--- config.mk ---
export PLATFORM = sky130hd
export DESIGN_NAME = bitmap_block_allocator_flat
export DESIGN_NICKNAME = d
export VERILOG_FILES = /design/src/bba_pkg.sv /design/src/bba_intf.sv /design/src/bba_div.sv /design/src/bitmap_block_allocator.sv /design/src/flat_wrapper.sv
export VERILOG_INCLUDE_DIRS = /design/src /design/src/src
export SDC_FILE = /design/constraint.sdc
export NUM_CORES = 2
export LEC_CHECK = 0
export BUFFER_PORTS_ARGS = -buffer_cell sky130_fd_sc_hd__buf_2
export CORE_MARGIN = 2
export CORE_UTILIZATION = 50
export CTS_BUF_LIST = sky130_fd_sc_hd__clkbuf_2
export CTS_CLUSTER_DIAMETER = 60
export DETAILED_ROUTE_END_ITERATION = 16
export PLACE_DENSITY = 0.79
export SLEW_MARGIN = 10
export SYNTH_ARGS = -nofsm -noshare
export SYNTH_HDL_FRONTEND = slang
export SYNTH_SLANG_ARGS = --single-unit
--- constraint.sdc ---
create_clock -name i_clk -period 8.81 [get_ports i_clk]
set_input_delay 0.4405 -clock i_clk [delete_from_list [all_inputs] [get_ports i_clk]]
set_output_delay 0.4405 -clock i_clk [all_outputs]
set_load 0.01 [all_outputs]
--- src/bitmap_block_allocator_assert.svh ---
// Assertion macros for the bitmap block allocator.
// Used by the top level; expects i_clk and i_rst_n in scope.
`ifndef BITMAP_BLOCK_ALLOCATOR_ASSERT_SVH
`define BITMAP_BLOCK_ALLOCATOR_ASSERT_SVH
`ifndef NO_ASSERTIONS
// Same-cycle implication, checked at every clock edge out of reset
`define BBA_ASSERT_IMP(lbl, ante, cons) \
    lbl: assert property (@(posedge i_clk) disable iff (!i_rst_n) (ante) |-> (cons)) \
        else $error("bitmap block allocator assertion failed");
// Next-cycle implication
`define BBA_ASSERT_NXT(lbl, ante, cons) \
    lbl: assert property (@(posedge i_clk) disable iff (!i_rst_n) (ante) |=> (cons)) \
        else $error("bitmap block allocator assertion failed");
`else
`define BBA_ASSERT_IMP(lbl, ante, cons)
`define BBA_ASSERT_NXT(lbl, ante, cons)
`endif
`endif

--- src/bba_pkg.sv ---
// Shared types and constants of the bitmap block allocator.
// No dependencies; imported by the interfaces, the divider and the top level.
package bba_pkg;

    // Sizing defaults and fixed field widths
    localparam int MAX_BUCKETS_DEF = 8;
    localparam int MAX_BLOCKS_DEF  = 256;
    localparam int WORD_BITS       = 32;
    localparam int WORD_LOG        = 5;
    localparam int OFFSET_W        = 24;
    localparam int BSIZE_W         = 17;
    localparam int BUCKET_W        = 3;
    localparam int INDEX_W         = 8;
    localparam int STATUS_W        = 3;
    localparam int NBLK_CFG_W      = 9;
    localparam int NBKT_CFG_W      = 4;
    localparam int CFG_IDX_W       = 2;
    localparam int CFG_DATA_W      = 17;
    localparam int DIV_CNT_W       = 5;

    localparam logic [BSIZE_W-1:0]    MAX_BLOCK_BYTES  = 17'd65536;
    localparam logic [BSIZE_W-1:0]    RST_BLOCK_BYTES  = 17'd64;
    localparam logic [NBLK_CFG_W-1:0] RST_BLOCKS       = 9'd256;
    localparam logic [NBKT_CFG_W-1:0] RST_BUCKETS      = 4'd8;

    // Request opcodes
    localparam logic OP_ALLOC = 1'b0;
    localparam logic OP_FREE  = 1'b1;

    // Response status codes
    typedef enum logic [STATUS_W-1:0] {
        STS_ALLOCATED  = 3'd0,
        STS_FULL       = 3'd1,
        STS_BAD_BUCKET = 3'd2,
        STS_FREED      = 3'd3,
        STS_BAD_OFFSET = 3'd4,
        STS_NOT_USED   = 3'd5
    } t_status;

    // Configuration register indexes
    typedef enum logic [CFG_IDX_W-1:0] {
        CFG_BLOCK_BYTES    = 2'd0,
        CFG_BLOCKS_IN_USE  = 2'd1,
        CFG_BUCKETS_IN_USE = 2'd2
    } t_cfg_idx;

    // Divider result toward the sequencer
    typedef struct packed {
        logic                done;
        logic                exact;
        logic [OFFSET_W-1:0] quot;
    } t_div_res;

endpackage

--- src/bba_intf.sv ---
// Channel interfaces of the bitmap block allocator: request, response, config.
// Depends on bba_pkg for field widths.
interface bba_req_if import bba_pkg::*; ();
    logic                valid;
    logic                ready;
    logic                opcode;
    logic [BUCKET_W-1:0] bucket_sel;
    logic [OFFSET_W-1:0] free_offset;

    modport source (output valid, opcode, bucket_sel, free_offset, input ready);
    modport sink   (input valid, opcode, bucket_sel, free_offset, output ready);
endinterface

interface bba_rsp_if import bba_pkg::*; ();
    logic                valid;
    logic                ready;
    logic [STATUS_W-1:0] status;
    logic [INDEX_W-1:0]  block_index;
    logic [OFFSET_W-1:0] block_offset;

    modport source (output valid, status, block_index, block_offset, input ready);
    modport sink   (input valid, status, block_index, block_offset, output ready);
endinterface

interface bba_cfg_if import bba_pkg::*; ();
    logic                  valid;
    logic                  ready;
    logic [CFG_IDX_W-1:0]  index;
    logic [CFG_DATA_W-1:0] data;

    modport source (output valid, index, data, input ready);
    modport sink   (input valid, index, data, output ready);
endinterface

--- src/bba_div.sv ---
// Restoring divider, one quotient bit per cycle, for free-offset decoding.
// Depends on bba_pkg for widths and the result struct.
module bba_div import bba_pkg::*; (
    input  logic                i_clk,
    input  logic                i_rst_n,
    input  logic                i_start,
    input  logic [OFFSET_W-1:0] i_dividend,
    input  logic [BSIZE_W-1:0]  i_divisor,
    output t_div_res            o_res
);

    logic                 r_busy;
    logic                 r_done;
    logic [DIV_CNT_W-1:0] r_cnt;
    logic [OFFSET_W-1:0]  r_q;
    logic [BSIZE_W-1:0]   r_rem;
    logic [BSIZE_W-1:0]   r_dvs;

    logic [BSIZE_W:0]     w_sh;
    logic [BSIZE_W:0]     w_diff;
    logic                 w_ge;

    // Shift in the next dividend bit and try the subtraction
    assign w_sh   = {r_rem, r_q[OFFSET_W-1]};
    assign w_ge   = w_sh >= {1'b0, r_dvs};
    assign w_diff = w_sh - {1'b0, r_dvs};

    // Control: count quotient bits, pulse done after the last one
    always_ff @(posedge i_clk) begin
        if (!i_rst_n) begin
            r_busy <= 1'b0;
            r_done <= 1'b0;
            r_cnt  <= '0;
        end else begin
            r_done <= 1'b0;
            if (i_start) begin
                r_busy <= 1'b1;
                r_cnt  <= '0;
            end else if (r_busy) begin
                r_cnt <= r_cnt + DIV_CNT_W'(1);
                if (r_cnt == DIV_CNT_W'(OFFSET_W - 1)) begin
                    r_busy <= 1'b0;
                    r_done <= 1'b1;
                end
            end
        end
    end

    // Datapath: dividend shifts out as the quotient shifts in
    always_ff @(posedge i_clk) begin
        if (i_start) begin
            r_q   <= i_dividend;
            r_rem <= '0;
            r_dvs <= i_divisor;
        end else if (r_busy) begin
            r_q   <= {r_q[OFFSET_W-2:0], w_ge};
            r_rem <= w_ge ? w_diff[BSIZE_W-1:0] : w_sh[BSIZE_W-1:0];
        end
    end

    assign o_res.done  = r_done;
    assign o_res.exact = (r_rem == '0);
    assign o_res.quot  = r_q;

endmodule

--- src/bitmap_block_allocator.sv ---
// Bitmap block allocator: occupancy bitmap memory, request sequencer, outputs.
// Depends on bba_pkg, bba_intf.sv, bba_div and bitmap_block_allocator_assert.svh.
//
// Usage:
//   i_req carries one request per beat: opcode (allocate or free), bucket_sel
//   and free_offset. o_rsp returns exactly one beat per request with status,
//   block_index and block_offset. i_cfg writes block_bytes (index 0),
//   blocks_in_use (1) and buckets_in_use (2); it is always ready and must
//   only be written while no request is outstanding.
// Sequencing:
//   One request is worked at a time; i_req.ready is low while it runs.
//   Bad bucket, or allocate with zero blocks: ST_IDLE goes straight to ST_RESP.
//   Allocate: each bitmap word scanned passes ST_READ (memory read) and
//   ST_EVAL (lowest-free-bit search); a found block then passes ST_MUL and
//   ST_RESP, while a full bucket, which scans every word in use, goes to ST_RESP.
//   Free: the bit-serial offset divider (ST_DIV), then one read-modify-write
//   of the bitmap word (ST_READ, ST_EVAL); a bad offset skips to ST_RESP.
// Reset:
//   Configuration returns to 64-byte blocks, 256 blocks, 8 buckets. A clearing
//   pass then zeroes the bitmap memory, one word per cycle, all MAX_BUCKETS *
//   ceil(MAX_BLOCKS / 32) words (64 at the defaults), before i_req goes ready.
// Stalls:
//   A finished response waits in the output register while o_rsp.ready is low;
//   a new request is still accepted, and its response waits for the register.
`include "bitmap_block_allocator_assert.svh"

module bitmap_block_allocator import bba_pkg::*; #(
    parameter int MAX_BUCKETS = MAX_BUCKETS_DEF,
    parameter int MAX_BLOCKS  = MAX_BLOCKS_DEF
) (
    input  logic      i_clk,
    input  logic      i_rst_n,
    bba_req_if.sink   i_req,
    bba_rsp_if.source o_rsp,
    bba_cfg_if.sink   i_cfg
);

    localparam int WPB   = (MAX_BLOCKS + WORD_BITS - 1) / WORD_BITS;
    localparam int TOTAL = MAX_BUCKETS * WPB;
    localparam int AW    = (TOTAL > 1) ? $clog2(TOTAL) : 1;
    localparam int WI_W  = (WPB > 1) ? $clog2(WPB) : 1;
    localparam int BLK_W = $clog2(MAX_BLOCKS);
    localparam int NB_W  = $clog2(MAX_BLOCKS + 1);
    localparam int PRD_W = BLK_W + BSIZE_W;

    typedef enum logic [6:0] {
        ST_CLEAR = 7'b0000001,
        ST_IDLE  = 7'b0000010,
        ST_DIV   = 7'b0000100,
        ST_READ  = 7'b0001000,
        ST_EVAL  = 7'b0010000,
        ST_MUL   = 7'b0100000,
        ST_RESP  = 7'b1000000
    } t_state;

    // Configuration registers
    logic [BSIZE_W-1:0]    r_cfg_bsz;
    logic [NBLK_CFG_W-1:0] r_cfg_nblk;
    logic [NBKT_CFG_W-1:0] r_cfg_nbkt;

    // Sequencer and working registers
    t_state               r_state;
    logic [AW-1:0]        r_clr;
    logic                 r_op;
    logic [BUCKET_W-1:0]  r_bucket;
    logic [WI_W-1:0]      r_word;
    logic [WORD_LOG-1:0]  r_bitpos;
    logic [BLK_W-1:0]     r_blk;
    logic [OFFSET_W-1:0]  r_off;
    t_status              r_st;

    // Bitmap memory
    logic [WORD_BITS-1:0] r_mem [TOTAL];
    logic [WORD_BITS-1:0] r_rdata;

    // Output register
    logic                 r_ov;
    t_status              r_ost;
    logic [INDEX_W-1:0]   r_oidx;
    logic [OFFSET_W-1:0]  r_ooff;

    logic                 w_req_acc;
    logic                 w_bad_bkt;
    logic [BSIZE_W-1:0]   w_bsz;
    logic [NB_W-1:0]      w_nblk;
    logic [WI_W-1:0]      w_last;
    logic [AW-1:0]        w_addr;
    int                   w_left;
    logic [WORD_BITS-1:0] w_vmask;
    logic [WORD_BITS-1:0] w_free;
    logic                 w_any;
    logic [WORD_LOG-1:0]  w_pos;
    logic                 w_used;
    logic                 w_we;
    logic [AW-1:0]        w_waddr;
    logic [WORD_BITS-1:0] w_wdata;
    logic                 w_out_free;
    logic [PRD_W-1:0]     w_prod;
    t_div_res             w_div;

    // Effective configuration: clamp sizes into their legal ranges
    always_comb begin
        if (r_cfg_bsz == '0) begin
            w_bsz = BSIZE_W'(1);
        end else if (r_cfg_bsz > MAX_BLOCK_BYTES) begin
            w_bsz = MAX_BLOCK_BYTES;
        end else begin
            w_bsz = r_cfg_bsz;
        end
        if (32'(r_cfg_nblk) > 32'(MAX_BLOCKS)) begin
            w_nblk = NB_W'(MAX_BLOCKS);
        end else begin
            w_nblk = NB_W'(r_cfg_nblk);
        end
    end

    assign w_bad_bkt = (32'(i_req.bucket_sel) >= 32'(r_cfg_nbkt))
                    || (32'(i_req.bucket_sel) >= 32'(MAX_BUCKETS));
    assign w_req_acc = i_req.valid && i_req.ready;
    assign w_last    = WI_W'((32'(w_nblk) - 32'd1) >> WORD_LOG);
    assign w_addr    = AW'(int'(r_bucket) * WPB + int'(r_word));

    // Valid blocks in the current word; mask off blocks past the count
    assign w_left  = int'(w_nblk) - int'(r_word) * WORD_BITS;
    assign w_vmask = (w_left >= WORD_BITS) ? '1 : ((32'd1 << w_left) - 32'd1);
    assign w_free  = ~r_rdata & w_vmask;
    assign w_any   = |w_free;
    assign w_used  = r_rdata[r_bitpos];

    // Lowest free bit of the word
    always_comb begin
        w_pos = '0;
        for (int i = WORD_BITS - 1; i >= 0; i--) begin
            if (w_free[i]) begin
                w_pos = WORD_LOG'(i);
            end
        end
    end

    // Byte offset of the allocated block
    assign w_prod = PRD_W'(r_blk) * PRD_W'(w_bsz);

    assign w_out_free = !r_ov || o_rsp.ready;

    // Memory write port: clearing pass, allocate set, free clear
    always_comb begin
        w_we    = 1'b0;
        w_waddr = w_addr;
        w_wdata = r_rdata;
        unique case (r_state)
            ST_CLEAR: begin
                w_we    = 1'b1;
                w_waddr = r_clr;
                w_wdata = '0;
            end
            ST_EVAL: begin
                if (r_op == OP_ALLOC) begin
                    w_we    = w_any;
                    w_wdata = r_rdata | (32'd1 << w_pos);
                end else begin
                    w_we    = w_used;
                    w_wdata = r_rdata & ~(32'd1 << r_bitpos);
                end
            end
            default: begin
                w_we = 1'b0;
            end
        endcase
    end

    // Bitmap storage with registered read
    always_ff @(posedge i_clk) begin
        if (w_we) begin
            r_mem[w_waddr] <= w_wdata;
        end
        if (r_state == ST_READ) begin
            r_rdata <= r_mem[w_addr];
        end
    end

    // Configuration writes
    always_ff @(posedge i_clk) begin
        if (!i_rst_n) begin
            r_cfg_bsz  <= RST_BLOCK_BYTES;
            r_cfg_nblk <= RST_BLOCKS;
            r_cfg_nbkt <= RST_BUCKETS;
        end else if (i_cfg.valid && i_cfg.ready) begin
            unique case (t_cfg_idx'(i_cfg.index))
                CFG_BLOCK_BYTES:    r_cfg_bsz  <= i_cfg.data;
                CFG_BLOCKS_IN_USE:  r_cfg_nblk <= i_cfg.data[NBLK_CFG_W-1:0];
                CFG_BUCKETS_IN_USE: r_cfg_nbkt <= i_cfg.data[NBKT_CFG_W-1:0];
                default: begin
                end
            endcase
        end
    end

    bba_div u_div (
        .i_clk      (i_clk),
        .i_rst_n    (i_rst_n),
        .i_start    (w_req_acc && (i_req.opcode == OP_FREE) && !w_bad_bkt),
        .i_dividend (i_req.free_offset),
        .i_divisor  (w_bsz),
        .o_res      (w_div)
    );

    // Sequencer
    always_ff @(posedge i_clk) begin
        if (!i_rst_n) begin
            r_state <= ST_CLEAR;
            r_clr   <= '0;
        end else begin
            unique case (r_state)
                ST_CLEAR: begin
                    r_clr <= r_clr + AW'(1);
                    if (r_clr == AW'(TOTAL - 1)) begin
                        r_state <= ST_IDLE;
                    end
                end
                ST_IDLE: begin
                    if (w_req_acc) begin
                        if (w_bad_bkt) begin
                            r_state <= ST_RESP;
                        end else if (i_req.opcode == OP_FREE) begin
                            r_state <= ST_DIV;
                        end else if (w_nblk == '0) begin
                            r_state <= ST_RESP;
                        end else begin
                            r_state <= ST_READ;
                        end
                    end
                end
                ST_DIV: begin
                    if (w_div.done) begin
                        if (!w_div.exact || (w_div.quot >= OFFSET_W'(w_nblk))) begin
                            r_state <= ST_RESP;
                        end else begin
                            r_state <= ST_READ;
                        end
                    end
                end
                ST_READ: begin
                    r_state <= ST_EVAL;
                end
                ST_EVAL: begin
                    if (r_op == OP_FREE) begin
                        r_state <= ST_RESP;
                    end else if (w_any) begin
                        r_state <= ST_MUL;
                    end else if (r_word == w_last) begin
                        r_state <= ST_RESP;
                    end else begin
                        r_state <= ST_READ;
                    end
                end
                ST_MUL: begin
                    r_state <= ST_RESP;
                end
                ST_RESP: begin
                    if (w_out_free) begin
                        r_state <= ST_IDLE;
                    end
                end
                default: begin
                    r_state <= ST_IDLE;
                end
            endcase
        end
    end

    // Working registers of the current request
    always_ff @(posedge i_clk) begin
        unique case (r_state)
            ST_IDLE: begin
                if (w_req_acc) begin
                    r_op     <= i_req.opcode;
                    r_bucket <= i_req.bucket_sel;
                    r_word   <= '0;
                    r_blk    <= '0;
                    r_off    <= '0;
                    if (w_bad_bkt) begin
                        r_st <= STS_BAD_BUCKET;
                    end else begin
                        r_st <= STS_FULL;
                    end
                end
            end
            ST_DIV: begin
                if (w_div.done) begin
                    r_st     <= STS_BAD_OFFSET;
                    r_word   <= WI_W'(w_div.quot >> WORD_LOG);
                    r_bitpos <= w_div.quot[WORD_LOG-1:0];
                    r_blk    <= BLK_W'(w_div.quot);
                end
            end
            ST_EVAL: begin
                if (r_op == OP_FREE) begin
                    r_st <= w_used ? STS_FREED : STS_NOT_USED;
                end else if (w_any) begin
                    r_st  <= STS_ALLOCATED;
                    r_blk <= BLK_W'(int'(r_word) * WORD_BITS + int'(w_pos));
                end else begin
                    r_word <= r_word + WI_W'(1);
                end
            end
            ST_MUL: begin
                r_off <= OFFSET_W'(w_prod);
            end
            default: begin
            end
        endcase
    end

    // Output register: load a finished response, drop it when taken
    always_ff @(posedge i_clk) begin
        if (!i_rst_n) begin
            r_ov <= 1'b0;
        end else if ((r_state == ST_RESP) && w_out_free) begin
            r_ov <= 1'b1;
        end else if (o_rsp.ready) begin
            r_ov <= 1'b0;
        end
    end

    always_ff @(posedge i_clk) begin
        if ((r_state == ST_RESP) && w_out_free) begin
            r_ost  <= r_st;
            r_oidx <= (r_st == STS_BAD_OFFSET) ? '0 : INDEX_W'(r_blk);
            r_ooff <= r_off;
        end
    end

    assign i_req.ready        = (r_state == ST_IDLE);
    assign i_cfg.ready        = 1'b1;
    assign o_rsp.valid        = r_ov;
    assign o_rsp.status       = r_ost;
    assign o_rsp.block_index  = r_oidx;
    assign o_rsp.block_offset = r_ooff;

    // Checks on the sequencer and datapath
    `BBA_ASSERT_IMP(a_div_done_in_div, w_div.done, r_state == ST_DIV)
    `BBA_ASSERT_IMP(a_alloc_in_range, r_state == ST_MUL, 32'(r_blk) < 32'(w_nblk))
    `BBA_ASSERT_NXT(a_bad_bucket_resp, w_req_acc && w_bad_bkt,
                    (r_state == ST_RESP) && (r_st == STS_BAD_BUCKET))
    `BBA_ASSERT_IMP(a_no_write_idle, r_state == ST_IDLE, !w_we)

endmodule
--- src/flat_wrapper.sv ---
// flat-port wrapper written by rule: the top's interface ports become plain ports
module bitmap_block_allocator_flat import bba_pkg::*;
#(
    parameter int MAX_BUCKETS = MAX_BUCKETS_DEF,
    parameter int MAX_BLOCKS  = MAX_BLOCKS_DEF
)
  (i_clk, i_rst_n, i_req_valid, i_req_opcode, i_req_bucket_sel, i_req_free_offset, i_req_ready, o_rsp_valid, o_rsp_status, o_rsp_block_index, o_rsp_block_offset, o_rsp_ready, i_cfg_valid, i_cfg_index, i_cfg_data, i_cfg_ready);
  bba_req_if i_req_i ();
  bba_rsp_if o_rsp_i ();
  bba_cfg_if i_cfg_i ();
  input  logic i_clk;
  input  logic i_rst_n;
  input wire logic [$bits(i_req_i.valid)-1:0] i_req_valid;
  input wire logic [$bits(i_req_i.opcode)-1:0] i_req_opcode;
  input wire logic [$bits(i_req_i.bucket_sel)-1:0] i_req_bucket_sel;
  input wire logic [$bits(i_req_i.free_offset)-1:0] i_req_free_offset;
  output wire logic [$bits(i_req_i.ready)-1:0] i_req_ready;
  output wire logic [$bits(o_rsp_i.valid)-1:0] o_rsp_valid;
  output wire logic [$bits(o_rsp_i.status)-1:0] o_rsp_status;
  output wire logic [$bits(o_rsp_i.block_index)-1:0] o_rsp_block_index;
  output wire logic [$bits(o_rsp_i.block_offset)-1:0] o_rsp_block_offset;
  input wire logic [$bits(o_rsp_i.ready)-1:0] o_rsp_ready;
  input wire logic [$bits(i_cfg_i.valid)-1:0] i_cfg_valid;
  input wire logic [$bits(i_cfg_i.index)-1:0] i_cfg_index;
  input wire logic [$bits(i_cfg_i.data)-1:0] i_cfg_data;
  output wire logic [$bits(i_cfg_i.ready)-1:0] i_cfg_ready;
  assign i_req_i.valid = i_req_valid;
  assign i_req_i.opcode = i_req_opcode;
  assign i_req_i.bucket_sel = i_req_bucket_sel;
  assign i_req_i.free_offset = i_req_free_offset;
  assign i_req_ready = i_req_i.ready;
  assign o_rsp_valid = o_rsp_i.valid;
  assign o_rsp_status = o_rsp_i.status;
  assign o_rsp_block_index = o_rsp_i.block_index;
  assign o_rsp_block_offset = o_rsp_i.block_offset;
  assign o_rsp_i.ready = o_rsp_ready;
  assign i_cfg_i.valid = i_cfg_valid;
  assign i_cfg_i.index = i_cfg_index;
  assign i_cfg_i.data = i_cfg_data;
  assign i_cfg_ready = i_cfg_i.ready;
  bitmap_block_allocator #(.MAX_BUCKETS(MAX_BUCKETS), .MAX_BLOCKS(MAX_BLOCKS)) u_core (.i_clk(i_clk), .i_rst_n(i_rst_n), .i_req(i_req_i), .o_rsp(o_rsp_i), .i_cfg(i_cfg_i));
endmodule
==> flow_metrics.py <==
metrics = {
    "sta": {
        "slew_viol_final": 0,
        "finalHoldViolations": 0,
        "worst_slew_pin_slew_ns": 1.25,
        "setup_tns_ns": 0,
        "rsz0062_at_grt": "no",
        "maxSlewHeadroom_pct": 16.6,
        "period_minus_slack_ns": 7.53,
        "max_freq_mhz": 133,
        "fin_crit_sh_pct": 85.5,
        "skew_ns": 0.216,
        "setup_viol": 0,
    },
    "pwr": {
        "vdd_drop_max_v": 0.000164,
        "leakage_nw": 36.0,
        "p_seq_share_pct": 57.8,
        "power_frac_comb_pct": 10.2,
        "p_int_mw": 15.8,
        "p_sw_mw": 5.78,
        "powerDensity_nw_per_um2": 203,
        "clock_power_share_pct": 31.9,
        "switching_share_pct": 26.8,
    },
    "critical_path": {
        "worstSetupEndpointType": "flop",
        "cp-start-kind": "flop",
        "worstPathArrival_ns": 8.97,
        "critPathMaxFanout": 23,
        "worstPathRequired_ns": 10.25,
        "crit_type": "reg -> reg",
    },
    "floorplan": {
        "die_w_um": 439,
        "fp.dieH_um": 439,
        "start_util_pct": 50.3,
        "pin_count": 90,
        "fp.coreArea_sq_um": 188000,
        "num_rows": 159,
        "die_area_sq_um": 193000,
    },
    "synthesis": {
        "synth_cell_type_count": 88,
        "yosysWarnings": 0,
        "yosysSeqAreaShare_pct": 71.3,
        "synth_flop_cell": "edfxtp_1",
        "syn-num-nets": 4983,
        "ys_ff_latch": 2271,
        "yosysTopAreaCell": "edfxtp_1",
        "synth_top_area_share_pct": 69.9,
        "synth-async-reset-ratio_pct": 0,
        "synth_edf_count": 2203,
        "netlist_instances": 4761,
        "synth.cell_area_sq_um": 94600,
        "netlist_top_cells_area": "edfxtp_1, mux4_2, fa_1",
        "synth.avg_cell_area_sq_um": 19.9,
    },
    "finish": {
        "mostFrequentLayoutCells": "edfxtp_1, clkbuf_2, mux4_2",
        "final_common_cell": "edfxtp_1",
        "syn2layout_area_growth_pct": 12.5,
        "drive_above_1_share_pct": 32.5,
        "finalNetCount": 5693,
        "design_area_sq_um": 106000,
        "final_cells": 8364,
    },
    "global_routing": {
        "grt_max_degree": 153,
        "grt_pass1_wl_um": 355000,
        "overflow": 0,
        "grt_antenna_before_repair": 10,
        "grtUsageTotal_pct": 25.4,
        "grt_pass1_vias": 52670,
    },
    "clocking": {
        "insertion_delay_ns": 1.95,
        "cts_tree": "yes",
        "cts_resized": 0,
        "cts_hold_buf": 179,
        "htree_levels": 6,
        "cts_sinks": 2271,
        "clkTransAtPathRegs_ns": 0.10,
        "cts_buffers": 558,
        "root_buffer": "clkbuf_2",
        "cts_setup_buffers": 0,
        "cts_buffer_depth": 4,
    },
    "detailed_routing": {
        "drc_errors": 0,
        "firstDrtPassIters": 6,
        "avgRoutedWirePerCell_um": 29.2,
        "viasPerCell": 6.25,
        "final_antenna_net_count": 0,
        "vias": 52247,
        "drt_wl_total_um": 244000,
        "first_iter_violations": 7240,
    },
    "placed_design": {
        "port_buffers": 88,
        "place_congestion": 0.918,
        "hpwl_um": 146000,
        "dp_cells": 7225,
        "place_area_sq_um": 99700,
    },
    "job": {
        "maxCapViolCount": 0,
    },
    "hold_path": {
        "min_path_type": "in -> reg",
    },
    "outcome": {
        "outcome": "finished, final reports clean",
    },
}
metrics by stage:
stage	worst slack [ns]	util, %	power (mW)	hold WS [ns]
global placement	1.62	53.0	14.7	0.402
global route	0.928	56.6	22.4	0.0359
detailed placement	1.54	53.0	14.8	0.405
CTS	1.38	56.6	21.6	0.000812
finish	1.28	56.6	21.6	0.146
floorplan	0.113	-	13.9	0.400
cells in the mapped netlist (23+ instances only):
library cell,instances
ha_1,79
a21oi_1,61
buf_1,51
nor3_1,42
inv_1,149
dfxtp_1,68
xnor2_1,23
edfxtp_1,2203
nor2b_1,57
o21ai_0,71
nand2_1,278
mux4_2,675
a211oi_1,73
and2_1,68
fa_1,91
nand3_1,41
o31ai_1,28
nor2_1,82
nor4_1,27
mux2i_1,36
a21boi_0,28
o211ai_1,27
nand2b_1,23
clkbuf_1,195
worst paths after layout:
path                                startpoint                                      to  slack, ns  cells after the start
max          u_core.r_cfg_nblk[8]$_SDFFE_PN1P_          u_core.r_mem[21][18]$_DFFE_PP_       1.28                     21
min                        i_req_bucket_sel[0]            u_core.r_bucket[0]$_DFFE_PP_       0.15                      3
max reg2reg  u_core.r_cfg_nblk[8]$_SDFFE_PN1P_          u_core.r_mem[21][18]$_DFFE_PP_       1.28                     21
min reg2reg      u_core.r_off[4]$_SDFFCE_PN0P_  u_core.o_rsp.block_offset[4]$_DFFE_PP_       0.40                      0
critical path, cell delays in order, from the launching register on:
cell and delay, ns:
dfxtp_1 0.33, buf_4 0.27, inv_1 0.17, nand2_1 0.24
inv_1 0.13, ha_1 0.31, nor2b_1 0.36, o31a_1 0.42
nor4_2 0.12, buf_4 0.21, nand2_1 0.08, ha_1 0.36
o21ai_2 0.23, o311a_1 0.41, o31ai_1 0.51, nor3_1 0.23
and3_1 0.25, a21oi_1 0.59, o21ai_4 0.38, buf_4 0.40
a211oi_4 0.85, buf_12 0.28
metal layers:
layer | routed length (um) | track usage, % | up-vias
met5 | 18 | 0 | -
met4 | 10500 | 11.2 | 4
met3 | 29900 | 6.92 | 552
met2 | 113000 | 38.3 | 3673
met1 | 90600 | 35.0 | 26794
li1 | - | - | 21224
registers in the layout (all words and copies together) (netlist names), 9 cells and up:
register / cells
u_core.u_div.r_rem: 17
u_core.r_mem: 2048
u_core.u_div.r_q: 24
u_core.r_cfg_bsz: 17
u_core.r_off: 24
u_core.r_cfg_nblk: 9
u_core.u_div.r_dvs: 17
u_core.o_rsp.block_offset: 24
u_core.r_rdata: 32
final cells by class:
type | instances | area [sq um]
flip-flops and latches | 2271 | 67500
clock inverters | 146 | 893
multi-input cells | 2073 | 26800
fillers | 13638 | 81600
diodes | 19 | 47.5
repair buffers | 415 | 3560
inverters | 152 | 571
well taps | 2495 | 3120
clock buffers | 793 | 3970
power by group through the flow:
stage                     combinational [mW]  sequential, mW  clock (mW)
after floorplan                         1.22            12.7           0
after global placement                  2.03            12.7           0
after detailed placement                2.11            12.7           0
after CTS                               2.17            12.5        7.01
after global routing                    2.35            12.5        7.56
final                                   2.21            12.5        6.89
kinds of logic (layout without fill, tap and decap cells):
logic type	count (synthesis)	in the layout	share of synthesized area (%)
other cells	1	20	0.00396
flops	2271	2271	71.3
xor+xnor	37	37	0.342
simple gates	717	717	3.85
compound gates	426	426	3.22
fa+ha+maj	170	170	2.97
mux	722	722	16.6
buf+inv	417	1506	1.70
No activity file was read; power rests on OpenSTA's default activity.
